===== src/rtl/core/itc_pkg.sv =====
// Shared constants and types of the three-channel interval timer.
`default_nettype none
package itc_pkg;

   localparam int TICK_WIDTH   = 32;
   localparam int NUM_COUNTERS = 3;
   localparam int QUEUE_DEPTH  = 2;
   localparam int WIDE_W       = (TICK_WIDTH > 17) ? TICK_WIDTH : 17;

   localparam logic [16:0] BIN_SPAN = 17'h10000;
   localparam logic [16:0] BCD_SPAN = 17'd10000;

   localparam logic [1:0] CMD_TICK  = 2'd0;
   localparam logic [1:0] CMD_READ  = 2'd1;
   localparam logic [1:0] CMD_WRITE = 2'd2;

   localparam logic [2:0] PORT_CONTROL = 3'd3;
   localparam logic [1:0] READ_BACK_SEL = 2'd3;
   localparam logic [7:0] CONTROL_READ_BYTE = 8'hff;

   typedef enum logic [2:0] {
      K_NOP, K_TICK, K_RD_CTR, K_RD_CTRL, K_RD_SYS, K_WR_CTR, K_WR_CTRL, K_WR_SYS
   } kind_type;

   typedef struct packed {
      kind_type   kind;
      logic [1:0] chan;
      logic [7:0] data;
   } item_type;

   typedef struct packed {
      logic                  start;
      logic [TICK_WIDTH-1:0] dividend;
      logic [16:0]           divisor;
   } div_req_type;

   typedef struct packed {
      logic        busy;
      logic        done;
      logic [16:0] rem;
   } div_rsp_type;

   typedef enum logic [3:0] {
      ST_IDLE, ST_DECODE, ST_RB, ST_CNT, ST_DIV, ST_CNT_FIN, ST_OUT2, ST_OUT2_FIN,
      ST_BCD, ST_READ_FIN, ST_RESULT
   } state_type;

   typedef enum logic [1:0] {P_READ, P_LATCH, P_RB, P_OUT} purpose_type;

endpackage
`default_nettype wire


===== src/rtl/core/itc_front.sv =====
// Front end: classifies incoming beats and queues them for the engine.
`default_nettype none
module itc_front
   import itc_pkg::*;
(
   input  wire logic       clock,
   input  wire logic       reset,
   input  wire logic       req_valid,
   output logic            req_stall,
   input  wire logic [1:0] req_command,
   input  wire logic [2:0] req_port_select,
   input  wire logic [7:0] req_write_data,
   output item_type        q_item,
   output logic            q_valid,
   input  wire logic       q_pop
);

   item_type   items_ff [QUEUE_DEPTH];
   logic       rd_ptr_ff, wr_ptr_ff;
   logic [1:0] count_ff;
   item_type   cls;
   logic       push;

   always_comb begin
      cls.chan = req_port_select[1:0];
      cls.data = req_write_data;
      case (req_command)
         CMD_TICK: cls.kind = K_TICK;
         CMD_READ: begin
            if (req_port_select inside {[3'd0:3'd2]}) cls.kind = K_RD_CTR;
            else if (req_port_select == PORT_CONTROL) cls.kind = K_RD_CTRL;
            else cls.kind = K_RD_SYS;
         end
         CMD_WRITE: begin
            if (req_port_select inside {[3'd0:3'd2]}) cls.kind = K_WR_CTR;
            else if (req_port_select == PORT_CONTROL) cls.kind = K_WR_CTRL;
            else cls.kind = K_WR_SYS;
         end
         default: cls.kind = K_NOP;
      endcase
   end

   assign req_stall = (count_ff == 2'(QUEUE_DEPTH));
   assign push      = req_valid && !req_stall;
   assign q_valid   = (count_ff != 2'd0);
   assign q_item    = items_ff[rd_ptr_ff];

   always_ff @(posedge clock) begin
      if (push) items_ff[wr_ptr_ff] <= cls;
   end

   always_ff @(posedge clock) begin
      if (reset) begin
         rd_ptr_ff <= 1'b0;
         wr_ptr_ff <= 1'b0;
         count_ff  <= 2'd0;
      end else begin
         if (push) wr_ptr_ff <= ~wr_ptr_ff;
         if (q_pop) rd_ptr_ff <= ~rd_ptr_ff;
         count_ff <= count_ff + 2'(push) - 2'(q_pop);
      end
   end

endmodule
`default_nettype wire


===== src/rtl/core/itc_div.sv =====
// Restoring remainder unit, one dividend bit per cycle.
`default_nettype none
module itc_div
   import itc_pkg::*;
(
   input  wire logic        clock,
   input  wire logic        reset,
   input  wire div_req_type div_req,
   output div_rsp_type      div_rsp
);

   localparam int STEP_W = $clog2(TICK_WIDTH);

   logic                  busy_ff, busy_in, done_ff, done_in;
   logic [16:0]           rem_ff, rem_in, dvs_ff, dvs_in;
   logic [TICK_WIDTH-1:0] dq_ff, dq_in;
   logic [STEP_W-1:0]     step_ff, step_in;
   logic [17:0]           sh;

   assign sh = {rem_ff, dq_ff[TICK_WIDTH-1]};

   always_comb begin
      busy_in = busy_ff;
      done_in = 1'b0;
      rem_in  = rem_ff;
      dvs_in  = dvs_ff;
      dq_in   = dq_ff;
      step_in = step_ff;
      if (div_req.start) begin
         busy_in = 1'b1;
         rem_in  = 17'd0;
         dvs_in  = div_req.divisor;
         dq_in   = div_req.dividend;
         step_in = STEP_W'(TICK_WIDTH - 1);
      end else if (busy_ff) begin
         rem_in  = (sh >= {1'b0, dvs_ff}) ? 17'(sh - {1'b0, dvs_ff}) : sh[16:0];
         dq_in   = dq_ff << 1;
         step_in = step_ff - STEP_W'(1);
         if (step_ff == '0) begin
            busy_in = 1'b0;
            done_in = 1'b1;
         end
      end
   end

   always_ff @(posedge clock) begin
      rem_ff  <= rem_in;
      dvs_ff  <= dvs_in;
      dq_ff   <= dq_in;
      step_ff <= step_in;
   end

   always_ff @(posedge clock) begin
      if (reset) begin
         busy_ff <= 1'b0;
         done_ff <= 1'b0;
      end else begin
         busy_ff <= busy_in;
         done_ff <= done_in;
      end
   end

   assign div_rsp.busy = busy_ff;
   assign div_rsp.done = done_ff;
   assign div_rsp.rem  = rem_ff;

endmodule
`default_nettype wire


===== src/rtl/core/itc_back.sv =====
// Back end: timer state, count evaluation sequencer and result register.
`default_nettype none
module itc_back
   import itc_pkg::*;
(
   input  wire logic        clock,
   input  wire logic        reset,
   input  wire item_type    q_item,
   input  wire logic        q_valid,
   output logic             q_pop,
   output div_req_type      div_req,
   input  wire div_rsp_type div_rsp,
   output logic             rsp_valid,
   input  wire logic        rsp_stall,
   output logic [7:0]       rsp_read_data
);

   typedef logic [TICK_WIDTH-1:0] tick_type;

   function automatic logic [15:0] from_bcd(input logic [15:0] v);
      return 16'(v[3:0]) + 16'(v[7:4]) * 16'd10 + 16'(v[11:8]) * 16'd100 +
             16'(v[15:12]) * 16'd1000;
   endfunction

   function automatic logic [15:0] dd_adjust(input logic [15:0] v);
      logic [15:0] r;
      r = v;
      for (int i = 0; i < 4; i++) begin
         if (v[i*4 +: 4] >= 4'd5) r[i*4 +: 4] = v[i*4 +: 4] + 4'd3;
      end
      return r;
   endfunction

   tick_type    tick_ff, tick_in;
   logic        gate_ff, gate_in;
   tick_type    start_ff [NUM_COUNTERS];
   tick_type    start_in [NUM_COUNTERS];
   logic [15:0] reload_ff [NUM_COUNTERS];
   logic [15:0] reload_in [NUM_COUNTERS];
   logic [15:0] pend_ff [NUM_COUNTERS];
   logic [15:0] pend_in [NUM_COUNTERS];
   logic [2:0]  amode_ff [NUM_COUNTERS];
   logic [2:0]  amode_in [NUM_COUNTERS];
   logic [2:0]  pmode_ff [NUM_COUNTERS];
   logic [2:0]  pmode_in [NUM_COUNTERS];
   logic [1:0]  bcd_ff [NUM_COUNTERS];
   logic [1:0]  bcd_in [NUM_COUNTERS];
   logic [1:0]  acc_ff [NUM_COUNTERS];
   logic [1:0]  acc_in [NUM_COUNTERS];
   logic [3:0]  byte_ff [NUM_COUNTERS];
   logic [3:0]  byte_in [NUM_COUNTERS];
   logic [15:0] lcnt_ff [NUM_COUNTERS];
   logic [15:0] lcnt_in [NUM_COUNTERS];
   logic [7:0]  lstat_ff [NUM_COUNTERS];
   logic [7:0]  lstat_in [NUM_COUNTERS];
   logic [2:0]  lflag_ff [NUM_COUNTERS];
   logic [2:0]  lflag_in [NUM_COUNTERS];

   state_type   state_ff, state_in;
   purpose_type purpose_ff, purpose_in;
   item_type    item_ff, item_in;
   logic [1:0]  ch_ff, ch_in, ci;
   logic [15:0] val_ff, val_in, dd_ff, dd_in, dd_adj;
   logic [3:0]  ddc_ff, ddc_in;
   logic [7:0]  res_ff, res_in;
   logic        rsp_valid_ff, rsp_valid_in;
   logic [7:0]  rsp_data_ff, rsp_data_in;

   logic              held, periodic, t_le_n, cnt_ready, rb_sel, rb_count, out_bit;
   tick_type          t;
   logic [15:0]       n, cnt_val, pv_new;
   logic [16:0]       m, pdiv;
   logic [2:0]        mode_red;
   logic [WIDE_W-1:0] tx, ex;
   logic [3:0]        bf;
   state_type         done_next;

   assign ci       = (ch_ff > 2'd2) ? 2'd0 : ch_ff;
   assign held     = (ci == 2'd2 && gate_ff) || (start_ff[ci] > tick_ff);
   assign t        = tick_ff - start_ff[ci];
   assign n        = reload_ff[ci];
   assign m        = bcd_ff[ci][0] ? BCD_SPAN : BIN_SPAN;
   assign pdiv     = (n != 16'd0) ? {1'b0, n} : m;
   assign periodic = amode_ff[ci][1];
   assign t_le_n   = (t <= TICK_WIDTH'(n));
   assign tx       = WIDE_W'(t);
   assign ex       = WIDE_W'(pdiv);
   assign mode_red = (amode_ff[ci][2:1] == 2'b11) ? {1'b0, amode_ff[ci][1:0]} : amode_ff[ci];
   assign rb_sel   = item_ff.data[3'(ch_ff) + 3'd1];
   assign rb_count = rb_sel && !item_ff.data[5] && !lflag_ff[ci][0];
   assign dd_adj   = dd_adjust(dd_ff);
   assign cnt_ready = (state_ff == ST_CNT && (held || t_le_n)) || (state_ff == ST_CNT_FIN);

   always_comb begin
      if (state_ff == ST_CNT_FIN) begin
         if (periodic)
            cnt_val = (div_rsp.rem == 17'd0) ? n : 16'(pdiv - div_rsp.rem);
         else
            cnt_val = 16'(m - 17'd1 - div_rsp.rem);
      end else begin
         cnt_val = held ? n : 16'(n - t[15:0]);
      end
   end

   always_comb begin
      if (state_ff == ST_OUT2_FIN) begin
         if (mode_red == 3'd2) out_bit = (div_rsp.rem + 17'd1) != pdiv;
         else out_bit = {1'b0, div_rsp.rem} < (({1'b0, pdiv} + 18'd1) >> 1);
      end else if (held) begin
         out_bit = (amode_ff[ci] != 3'd0);
      end else if (mode_red[2:1] == 2'b00) begin
         out_bit = (tx >= ex);
      end else begin
         out_bit = (tx != ex);
      end
   end

   always_comb begin
      case (purpose_ff)
         P_READ:  done_next = bcd_ff[ci][0] ? ST_BCD : ST_READ_FIN;
         P_RB:    done_next = ST_RB;
         default: done_next = ST_RESULT;
      endcase
   end

   always_comb begin
      state_in = state_ff;
      case (state_ff)
         ST_IDLE: if (q_valid) state_in = ST_DECODE;
         ST_DECODE: begin
            case (item_ff.kind)
               K_RD_CTR: begin
                  if (lflag_ff[ci][1]) state_in = ST_RESULT;
                  else if (lflag_ff[ci][0])
                     state_in = bcd_ff[ci][0] ? ST_BCD : ST_READ_FIN;
                  else state_in = ST_CNT;
               end
               K_RD_SYS: state_in = ST_OUT2;
               K_WR_CTRL: begin
                  if (item_ff.data[7:6] == READ_BACK_SEL) state_in = ST_RB;
                  else if (item_ff.data[5:4] == 2'd0)
                     state_in = lflag_ff[ci][0] ? ST_RESULT : ST_CNT;
                  else state_in = ST_RESULT;
               end
               default: state_in = ST_RESULT;
            endcase
         end
         ST_RB: begin
            if (ch_ff == 2'd3) state_in = ST_RESULT;
            else if (rb_count) state_in = ST_CNT;
         end
         ST_CNT: state_in = cnt_ready ? done_next : ST_DIV;
         ST_DIV: begin
            if (div_rsp.done) state_in = (purpose_ff == P_OUT) ? ST_OUT2_FIN : ST_CNT_FIN;
         end
         ST_CNT_FIN: state_in = done_next;
         ST_OUT2: begin
            if (held || mode_red[2] || !mode_red[1]) state_in = ST_RESULT;
            else state_in = ST_DIV;
         end
         ST_OUT2_FIN: state_in = ST_RESULT;
         ST_BCD: if (ddc_ff == 4'd0) state_in = ST_READ_FIN;
         ST_READ_FIN: state_in = ST_RESULT;
         ST_RESULT: if (!rsp_valid_ff || !rsp_stall) state_in = ST_IDLE;
         default: state_in = ST_IDLE;
      endcase
   end

   always_comb begin
      tick_in    = tick_ff;
      gate_in    = gate_ff;
      start_in   = start_ff;
      reload_in  = reload_ff;
      pend_in    = pend_ff;
      amode_in   = amode_ff;
      pmode_in   = pmode_ff;
      bcd_in     = bcd_ff;
      acc_in     = acc_ff;
      byte_in    = byte_ff;
      lcnt_in    = lcnt_ff;
      lstat_in   = lstat_ff;
      lflag_in   = lflag_ff;
      purpose_in = purpose_ff;
      item_in    = item_ff;
      ch_in      = ch_ff;
      val_in     = val_ff;
      dd_in      = 16'd0;
      ddc_in     = 4'd15;
      res_in     = res_ff;
      q_pop      = 1'b0;
      bf         = byte_ff[ci];
      pv_new     = pend_ff[ci];
      div_req.start    = 1'b0;
      div_req.dividend = periodic ? t : t - TICK_WIDTH'(n) - TICK_WIDTH'(1);
      div_req.divisor  = periodic ? pdiv : m;
      rsp_valid_in = rsp_valid_ff && rsp_stall;
      rsp_data_in  = rsp_data_ff;

      if (cnt_ready) begin
         case (purpose_ff)
            P_READ: val_in = cnt_val;
            P_RB: begin
               lcnt_in[ci]     = cnt_val;
               lflag_in[ci][0] = 1'b1;
               ch_in           = ch_ff + 2'd1;
            end
            default: begin
               lcnt_in[ci]     = cnt_val;
               lflag_in[ci][0] = 1'b1;
            end
         endcase
      end

      case (state_ff)
         ST_IDLE: begin
            if (q_valid) begin
               q_pop   = 1'b1;
               item_in = q_item;
               res_in  = 8'd0;
               case (q_item.kind)
                  K_WR_CTRL: ch_in = q_item.data[7:6];
                  K_RD_SYS, K_WR_SYS: ch_in = 2'd2;
                  default: ch_in = q_item.chan;
               endcase
            end
         end
         ST_DECODE: begin
            case (item_ff.kind)
               K_TICK: tick_in = tick_ff + TICK_WIDTH'(1);
               K_RD_CTRL: res_in = CONTROL_READ_BYTE;
               K_RD_CTR: begin
                  purpose_in = P_READ;
                  if (lflag_ff[ci][1]) begin
                     res_in          = lstat_ff[ci];
                     lflag_in[ci][1] = 1'b0;
                  end else begin
                     val_in = lcnt_ff[ci];
                  end
               end
               K_RD_SYS: purpose_in = P_OUT;
               K_WR_CTR: begin
                  if (bf[3:2] != 2'b00) begin
                     if (bf[2]) begin
                        pv_new = {pend_ff[ci][15:8], item_ff.data};
                        bf[2]  = 1'b0;
                     end else begin
                        pv_new = {item_ff.data, pend_ff[ci][7:0]};
                        bf[3]  = 1'b0;
                     end
                     pend_in[ci] = pv_new;
                     byte_in[ci] = bf;
                     if (bf[3:2] == 2'b00) begin
                        lflag_in[ci]  = 3'd0;
                        bcd_in[ci]    = {bcd_ff[ci][1], bcd_ff[ci][1]};
                        amode_in[ci]  = pmode_ff[ci];
                        start_in[ci]  = tick_ff + TICK_WIDTH'(1);
                        reload_in[ci] = bcd_ff[ci][1] ? from_bcd(pv_new) : pv_new;
                     end
                  end
               end
               K_WR_CTRL: begin
                  purpose_in = P_LATCH;
                  if (item_ff.data[7:6] == READ_BACK_SEL) begin
                     ch_in = 2'd0;
                  end else if (item_ff.data[5:4] != 2'd0) begin
                     byte_in[ci] = {item_ff.data[5], item_ff.data[4],
                                    item_ff.data[5], item_ff.data[4]};
                     acc_in[ci]      = item_ff.data[5:4];
                     lflag_in[ci][2] = 1'b1;
                     pmode_in[ci]    = item_ff.data[3:1];
                     bcd_in[ci]      = {item_ff.data[0], bcd_ff[ci][0]};
                  end
               end
               K_WR_SYS: begin
                  gate_in = item_ff.data[0];
                  if (!gate_ff && item_ff.data[0]) start_in[2] = tick_ff + TICK_WIDTH'(1);
               end
               default: ;
            endcase
         end
         ST_RB: begin
            if (ch_ff != 2'd3) begin
               purpose_in = P_RB;
               if (rb_sel && !item_ff.data[4] && !lflag_ff[ci][1]) begin
                  lstat_in[ci] = {1'b0, lflag_ff[ci][2], acc_ff[ci], amode_ff[ci],
                                  bcd_ff[ci][0]};
                  lflag_in[ci][1] = 1'b1;
               end
               if (!rb_count) ch_in = ch_ff + 2'd1;
            end
         end
         ST_CNT: div_req.start = !cnt_ready;
         ST_OUT2: begin
            div_req.dividend = t;
            div_req.divisor  = pdiv;
            if (held || mode_red[2] || !mode_red[1])
               res_in = {2'b00, out_bit, 4'b0000, gate_ff};
            else
               div_req.start = 1'b1;
         end
         ST_OUT2_FIN: res_in = {2'b00, out_bit, 4'b0000, gate_ff};
         ST_BCD: begin
            dd_in  = {dd_adj[14:0], val_ff[15]};
            ddc_in = ddc_ff - 4'd1;
            val_in = (ddc_ff == 4'd0) ? {dd_adj[14:0], val_ff[15]} : (val_ff << 1);
         end
         ST_READ_FIN: begin
            if (bf[0]) begin
               res_in = val_ff[7:0];
               bf[0]  = 1'b0;
            end else if (bf[1]) begin
               res_in = val_ff[15:8];
               bf[1]  = 1'b0;
            end else begin
               res_in = 8'd0;
            end
            byte_in[ci] = bf;
            if (bf[1:0] == 2'b00) lflag_in[ci][0] = 1'b0;
         end
         ST_RESULT: begin
            if (!rsp_valid_ff || !rsp_stall) begin
               rsp_valid_in = 1'b1;
               rsp_data_in  = res_ff;
            end
         end
         default: ;
      endcase
   end

   always_ff @(posedge clock) begin
      lcnt_ff     <= lcnt_in;
      lstat_ff    <= lstat_in;
      item_ff     <= item_in;
      ch_ff       <= ch_in;
      val_ff      <= val_in;
      dd_ff       <= dd_in;
      ddc_ff      <= ddc_in;
      res_ff      <= res_in;
      rsp_data_ff <= rsp_data_in;
   end

   always_ff @(posedge clock) begin
      if (reset) begin
         state_ff     <= ST_IDLE;
         purpose_ff   <= P_READ;
         rsp_valid_ff <= 1'b0;
         tick_ff      <= '0;
         gate_ff      <= 1'b0;
         for (int i = 0; i < NUM_COUNTERS; i++) begin
            start_ff[i]  <= '0;
            reload_ff[i] <= 16'd0;
            pend_ff[i]   <= 16'd0;
            amode_ff[i]  <= 3'd0;
            pmode_ff[i]  <= 3'd0;
            bcd_ff[i]    <= 2'd0;
            acc_ff[i]    <= 2'd0;
            byte_ff[i]   <= 4'd0;
            lflag_ff[i]  <= 3'd0;
         end
      end else begin
         state_ff     <= state_in;
         purpose_ff   <= purpose_in;
         rsp_valid_ff <= rsp_valid_in;
         tick_ff      <= tick_in;
         gate_ff      <= gate_in;
         start_ff     <= start_in;
         reload_ff    <= reload_in;
         pend_ff      <= pend_in;
         amode_ff     <= amode_in;
         pmode_ff     <= pmode_in;
         bcd_ff       <= bcd_in;
         acc_ff       <= acc_in;
         byte_ff      <= byte_in;
         lflag_ff     <= lflag_in;
      end
   end

   assign rsp_valid     = rsp_valid_ff;
   assign rsp_read_data = rsp_data_ff;

endmodule
`default_nettype wire


===== src/rtl/core/interval_timer_three_channel.sv =====
// Top level of the three-channel interval timer.
// Each request beat is a tick, a port read, a port write or a no-op and gives one
// response beat carrying the byte read (zero for ticks, writes and no-ops). Beats enter
// a two-entry queue and are executed one at a time. A read or latch of a running count
// past its first period, or a read of the system port in modes 2 and 3, runs a
// one-bit-per-cycle remainder unit, and a BCD readout adds a digit conversion. A
// read-back command repeats the count evaluation for each selected channel, so a
// read-back of all three running channels is the slowest beat.
`default_nettype none
module interval_timer_three_channel
   import itc_pkg::*;
(
   input  wire logic       clock,
   input  wire logic       reset,
   input  wire logic       req_valid,
   output logic            req_stall,
   input  wire logic [1:0] req_command,
   input  wire logic [2:0] req_port_select,
   input  wire logic [7:0] req_write_data,
   output logic            rsp_valid,
   input  wire logic       rsp_stall,
   output logic [7:0]      rsp_read_data
);

   item_type    q_item;
   logic        q_valid, q_pop;
   div_req_type div_req;
   div_rsp_type div_rsp;

   itc_front u_front (
      .clock, .reset, .req_valid, .req_stall, .req_command, .req_port_select,
      .req_write_data, .q_item, .q_valid, .q_pop
   );

   itc_div u_div (.clock, .reset, .div_req, .div_rsp);

   itc_back u_back (
      .clock, .reset, .q_item, .q_valid, .q_pop, .div_req, .div_rsp,
      .rsp_valid, .rsp_stall, .rsp_read_data
   );

   a_pop_valid: assert property (@(posedge clock) disable iff (reset) q_pop |-> q_valid)
      else $error("Queue popped while empty.");

   a_div_start: assert property (@(posedge clock) disable iff (reset)
      div_req.start |-> !div_rsp.busy)
      else $error("Remainder unit restarted while busy.");

   a_div_done: assert property (@(posedge clock) disable iff (reset)
      div_rsp.done |-> $past(div_rsp.busy))
      else $error("Remainder done without a running division.");

endmodule
`default_nettype wire

===== config.mk =====
export PLATFORM = sky130hd
export DESIGN_NAME = interval_timer_three_channel
export DESIGN_NICKNAME = d
export VERILOG_FILES = /design/src/rtl/core/itc_pkg.sv /design/src/rtl/core/itc_front.sv /design/src/rtl/core/itc_div.sv /design/src/rtl/core/itc_back.sv /design/src/rtl/core/interval_timer_three_channel.sv
export SDC_FILE = /design/constraint.sdc
export NUM_CORES = 1
export LEC_CHECK = 0
export BUFFER_PORTS_ARGS = -buffer_cell sky130_fd_sc_hd__buf_4
export CORE_MARGIN = 3
export CORE_UTILIZATION = 33
export CTS_CLUSTER_SIZE = 14
export DETAILED_ROUTE_END_ITERATION = 6
export HOLD_SLACK_MARGIN = 0.02
export PLACE_DENSITY_LB_ADDON = 0.2
export SLEW_MARGIN = 15
export SYNTH_ARGS = -nofsm -noshare
export SYNTH_HDL_FRONTEND = slang
export SYNTH_SLANG_ARGS = --single-unit

===== constraint.sdc =====
create_clock -name clock -period 22.5 [get_ports clock]
set_input_delay 4.5 -clock clock [delete_from_list [all_inputs] [get_ports clock]]
set_output_delay 4.5 -clock clock [all_outputs]
set_load 0.05 [all_outputs]

# After elaboration in Yosys (flattened, before gate mapping)
# Memory sizes are Yosys's and may differ from the RTL's. A register that Yosys moved wholly into a read port is not among the register bits.
# Index checks and enable logic that the tools add are counted.
dict set report word_totals {
  reg_bits 497
  ramBits 26
  n_memories 1
}
# name depth word_bits read_ports rd_ports_with_merged_regs wr line_no
set mem_list {}
lappend mem_list {u_front.items_ff 2 13 1 1 1 itc_front.sv:18} ;# item_type items_ff [QUEUE_DEPTH];
dict set report classes {
  addsub 24
  multipliers 3
  order_cmp 15
  n_eq_ne 53
  mux 191
  bitwise_logic 15
  reduce_logical 66
}
# operator n
set op_table {}
lappend op_table {{$mux 16} 21}
lappend op_table {{$mux 32} 9}
lappend op_table {{$bwmux 48} 3}
lappend op_table {{$bmux 16 s2} 3}
lappend op_table {{$bwmux 96} 1}
lappend op_table {{$mux 9} 10}
lappend op_table {{$mux 4} 19}
lappend op_table {{$mux 17} 4}
lappend op_table {{$bmux 32 s2} 1}
lappend op_table {{$demux 32 s2} 1}
lappend op_table {{$mux 8} 8}
lappend op_table {{$pmux 32 s2} 1}
lappend op_table {{$pmux 9 s3} 2}
lappend op_table {{$mux 49} 1}
lappend op_table {{$pmux 12 s2} 2}
lappend op_table {{$sub 16x16->16} 3}
lappend op_table {{$pmux 4 s10} 1}
lappend op_table {{$pmux 8 s5} 1}
lappend op_table {{$mux 3} 13}
lappend op_table {{$bwmux 12} 3}
lappend op_table {{$mux 12} 3}
lappend op_table {{$add 32x1->32 const B} 1}
lappend op_table {{$demux 16 s2} 1}
lappend op_table {{$ge 32x17->1} 1}
lappend op_table {{other kinds (96)} 254}

# Longest topological paths before layout
dict set report depth {
  ltp_word 17
  ltp_mapped 39
}

# Cells and area by module
# A second synthesis with hierarchy kept.
dict set report unflattened {
  cells_unflattened 3722
  hier_area_um2 32273.5
}
# mod instances cells_per_inst area_per_inst_um2 seq_area_each_um2
set modules_own_cells {}
lappend modules_own_cells {itc_back 1 3318 27221.1 9308.9}
lappend modules_own_cells {itc_div 1 330 3839.9 1951.9}
lappend modules_own_cells {itc_front 1 74 1212.4 880.8}

# Least setup slack after synthesis
# Ideal clock, no wire load.
dict set report synth_path {
  kind {register to register}
  from {register u_back.ch_ff[0]}
  to {register u_div.dq_ff[0] (enable)}
  setup_time_ps 389
  t_arrival_ps 8112
  required_time_ps 22111
  setup_slack_ps 13998
  stages_incl_launch_ff 36
  cell_sequence {dfxtp_1 > inv_1 > ha_1 > buf_2 > buf_1 > clkbuf_1 > buf_1 > buf_2 > clkbuf_1 > buf_1 > buf_1 > clkbuf_1 > o21a_1 > inv_1 > fa_1 > nand2b_1 > a21oi_1 > o21ai_0 > nand2_1 > xnor2_1 > inv_1 > ha_1 > clkbuf_1 > and2_1 > and3_1 > nand2_1 > nor2_1 > or4b_2 > o21ai_0 > a31oi_1 > nor2_1 > nor4_4 > o22ai_1 > nand3b_2 > clkbuf_1 > nand2_1}
}
dict set report synth_via {
  elab_chain_cells 14
  elab_cells_between_ends 30
}
# item line_no
set synth_lines {}
lappend synth_lines {{from (decl)} itc_back.sv:62} ;# logic [1:0] ch_ff, ch_in, ci;
lappend synth_lines {{from (signal assigned)} itc_back.sv:334} ;# ch_ff <= ch_in;
lappend synth_lines {{$gt 2x2->1} itc_back.sv:78} ;# assign ci = (ch_ff > 2'd2) ? 2'd0 : ch_ff;
lappend synth_lines {{$mux 2 (*)} itc_back.sv:78}
lappend synth_lines {{$not 2->3 (implied by the code)} --}
lappend synth_lines {{$bmux 32 s2} {itc_back.sv:79, itc_back.sv:80}}
lappend synth_lines {{$mux 32 (implied by the code) (2 in series)} {itc_back.sv:79, itc_back.sv:80}}
lappend synth_lines {{$sub 32x32->32 / $gt 32x32->1 (equally long branches)} {itc_back.sv:80, itc_back.sv:79}}
lappend synth_lines {{$le 32x16->1 / $logic_or 1x1->1 (equally long branches)} {itc_back.sv:85, itc_back.sv:79}}
lappend synth_lines {{$logic_or 1x1->1} itc_back.sv:92} ;# assign cnt_ready = (state_ff == ST_CNT && (held || t_le_n)) || (state_ff == ST_CNT_FIN);
lappend synth_lines {{$logic_and 1x1->1} itc_back.sv:92}
lappend synth_lines {{$logic_or 1x1->1} itc_back.sv:92}
lappend synth_lines {{$logic_not 1->1} itc_back.sv:292} ;# ST_CNT: div_req.start = !cnt_ready;
lappend synth_lines {{$pmux 1 s2 (*)} itc_back.sv:214} ;# case (state_ff)
lappend synth_lines {{$reduce_bool 2->1 (no source line) (*)} --}
lappend synth_lines {{to (signal assigned)} itc_div.sv:49} ;# dq_ff <= dq_in;
lappend synth_lines {{to (decl)} itc_div.sv:16} ;# logic [TICK_WIDTH-1:0] dq_ff, dq_in;
# Every way passes the cells marked *; elsewhere a longest branch is shown, timed or not. The select of a mux whose other input is x is not followed.
# A chain may end at the register's enable or synchronous reset.

# Worst setup path in the final report
dict set report layout_path {
  from {register u_back.ch_ff[0]}
  to {register u_div.dq_ff[22], data pin}
}
dict set report layout_via {
  elab_chain_cells 14
  elab_cells_between_ends 34
}
# item line_no
set layout_lines {}
lappend layout_lines {{$gt 2x2->1} itc_back.sv:78}
lappend layout_lines {{$mux 2 (*)} itc_back.sv:78}
lappend layout_lines {{parallel branches: the longest is 11 deep, another holds $sub 32x32->32} --}
lappend layout_lines {{$mux 32 (*)} itc_div.sv:29} ;# if (div_req.start) begin
lappend layout_lines {{net u_div.dq_in[22]} itc_div.sv:16}
# Mark *: on every way through the listed nets, which the timed path passes. The select of a mux whose other input is x is not followed.

==> reports/results.ini <==
[yosys]
ys.flop_type = dfxtp_1
syn-cell-area_sq_mm = 0.03229
ys_seq_area_frac = 0.3760
synthDistinctLibCells = 85
synth-edff-count = 171
synth_area_leader_cell = dfxtp_1
synth_top_area_frac = 0.2170
syn_nets = 3986
ys.warnings.count = 0
avgSynthCellArea_sq_um = 8.618
postSynthCellCount = 3747
synth.area.top_cells = dfxtp_1 (22%), edfxtp_1 (16%), ha_1 (7.7%), nor2_1 (6.1%), mux2i_1 (5.0%)
synthArstFlopShare = 0
ys_seq_elements = 521

[detailed_routing]
vias = 26490
via_per_inst = 5.305
drc = 0
routed_wl_um = 99970
first_pass_iters = 6
routedWlPerCell_um = 20.02
first_iter_violations = 2349
ant_nets = 0

[floorplan]
core-area_sq_mm = 0.09685
die_h_um = 318.8
dieArea_sq_mm = 0.1016
ios = 27
start_util = 0.3334
die_x_um = 318.8
num_rows = 114

[timing]
finalCritPeriodShare = 0.3779
tns_ns = 0
setup_viol = 0
tightest_slew_ns = 1.153
skew_ns = 0.02758
final-hold-violation-count = 0
max_freq_mhz = 117.6
slew_violations = 0
grt_setup_unrepaired = no
min_period_ns = 8.503
slew_headroom = 0.2316

[hold_path]
hp-start = u_back.ddc_ff[0]$_SDFF_PN1_
worstHoldPathCells = 1
min_path_type = reg2reg

[placement]
dp_hpwl_um = 72190
place_area_sq_mm = 0.03374
port_buffers = 26
gp_congestion = 0.9255

[power_and_ir_drop]
combPwrFrac = 0.501
ir_worst_vdd_uv = 123.2
p_switching_mw = 1.945
internal-power_mw = 2.555
p_seq_frac = 0.276
power_density_mw_per_mm2 = 125.9
p_sw_frac = 0.4323
p_clk_frac = 0.223
power.leakage_nw = 13.54

[global_route]
first_global_vias = 25050
gr-total-overflow = 0
grt_use_total = 0.1912
grt_max_degree = 140
antenna_found_initial = 4
grt_pass1_wl_um = 153900

[worst_setup_path]
slowest_stage = buf_4
critPathArrivalTime_ns = 8.88
worst_setup_path_start_kind = register
cp-startpoint = u_back.ch_ff[0]$_DFF_P_
r2r_start = u_back.ch_ff[0]$_DFF_P_
required_ns = 22.88
crit_fanout = 63
end_kind = register
path_common_cell = buf_4
reg2reg_depth = 28
path_class = reg2reg
slowest_delay_ns = 0.67

[clock_tree]
cts_hold_buf = 0
tritoncts = done
cts_max_level = 2
clockBufferDepth = 3
cts.sinks = 521
post_cts_buffers = 0
post_cts_resized = 0
numCtsBuffers = 57
cts-root-buf = clkbuf_16
insertion_delay_ns = 0.65
clk_pin_slew_ns = 0.06

[layout]
final_common_cell = nor2_1
num-nets-final = 3909
drive_gt1_frac = 0.06833
area_growth_pct = 10.64
antenna_cells = 0
design_area_sq_mm = 0.03573
layout_common_cells = nor2_1 (528), dfxtp_1 (350), nand2_1 (285)

[outcome]
outcome = finished, final reports clean

[flow_run]
maxCapViolCount = 0

==> metrics by stage <==
step                power [mW]  hold WS (ns)    util  instances  setup slack, ns
floorplan                2.841        0.3707       -       3747            14.00
global placement         3.507        0.3847  0.3484       4887            14.14
detailed placement       3.501        0.3855  0.3484       4887            13.98
CTS                      4.527        0.4004  0.3689       4993            13.92
global route             4.833        0.4315  0.3689       4993            13.12
finish                   4.500        0.3963  0.3689       4993            14.00
==> Yosys cell counts, drive strengths merged (8+ instances only) <==
master	instances
nor2	529
dfxtp	350
nand2	285
a21oi	283
a211oi	209
ha	200
o21ai	189
inv	182
clkbuf	179
edfxtp	171
mux2i	161
xnor2	130
nand3	88
xor2	82
nor3	70
a21o	53
mux2	47
nand2b	40
o21a	39
buf	37
nor2b	34
a31oi	32
o22ai	32
and3	30
o211ai	26
or3	26
nand3b	24
nand4	23
fa	22
nor4	17
o221ai	14
a22oi	13
and2	13
o21bai	12
a21boi	9
or2	9
a211o	8
==> critical path, delay by kind of cell, from the launching register on <==
kind            cells  cell delay, ns
simple gates       11            2.68
buf+inv             6            2.05
fa+ha+maj           3            1.19
compound gates      6            1.01
flops               1            0.57
mux                 1            0.41
xor+xnor            1            0.29
==> cell families after synthesis <==
logic type               count (synthesis)  share of synthesized area
flip-flops                             521                     0.3760
multiplexers                           210                    0.06804
other                                    1                  0.0001161
adder cells (fa/ha/maj)                223                    0.09144
AND/OR/NAND/NOR                       1207                     0.1680
XOR/XNOR                               212                    0.05750
buffers and inverters                  400                    0.04762
AO/OA/AOI/OAI                          973                     0.1912
==> routing by layer <==
layer  routed length, um  vias to the layer above  GRT usage
met2               44020                      601     0.3000
met4                2705                        0    0.05220
met1               48620                    12540     0.2760
li1                    -                    13210          -
met3                4622                      139    0.02481
met5                   0                        -          0
==> flip-flops by register name (all words and copies together) (netlist names), 4 cells and up, named ones only <==
register              flops
u_back.res_ff             8
u_back.ddc_ff             4
u_back.lstat_ff          21
u_back.tick_ff           32
u_back.start_ff          96
u_div.dq_ff              32
u_back.lflag_ff           9
u_front.items_ff         26
u_back.rsp_read_data      8
u_back.acc_ff             6
u_back.dd_ff             16
u_back.val_ff            16
u_back.bcd_ff             6
u_back.item_ff           11
u_div.step_ff             5
u_back.amode_ff           9
u_back.pend_ff           48
u_back.lcnt_ff           48
u_back.pmode_ff           9
u_back.reload_ff         48
u_div.dvs_ff             17
u_back.byte_ff           12
u_div.rem_ff             17
u_back.state_ff           4
==> power by group through the flow <==
stage | clock [mW] | sequential, mW | combinational, mW
2_1_floorplan | 0 | 1.17 | 1.67
3_3_place_gp | 0 | 1.26 | 2.25
3_5_place_dp | 0 | 1.26 | 2.24
4_1_cts | 1.03 | 1.24 | 2.26
5_1_grt | 1.06 | 1.25 | 2.52
6_report | 1.00 | 1.24 | 2.26
==> layout make-up <==
| class | count | area (sq um) |
|---|---|---|
| Timing Repair Buffer | 80 | 608.1 |
| Fill cell | 9919 | 61120 |
| Multi-Input combinational cell | 2826 | 18710 |
| Inverter | 184 | 690.7 |
| Sequential cell | 521 | 12140 |
| Tap cell | 1276 | 1597 |
| Clock inverter | 25 | 366.6 |
| Clock buffer | 81 | 1619 |
==> final timing paths <==
check	to	slack (ns)
worst max-delay path	u_div.dq_ff[22]$_DFFE_PP_	14.00
worst min-delay path	u_back.ddc_ff[0]$_SDFF_PN1_	0.40
worst max register to register	u_div.dq_ff[22]$_DFFE_PP_	14.00
worst min register to register	u_back.ddc_ff[0]$_SDFF_PN1_	0.40
Note: power is estimated with default switching activity, not from simulation.
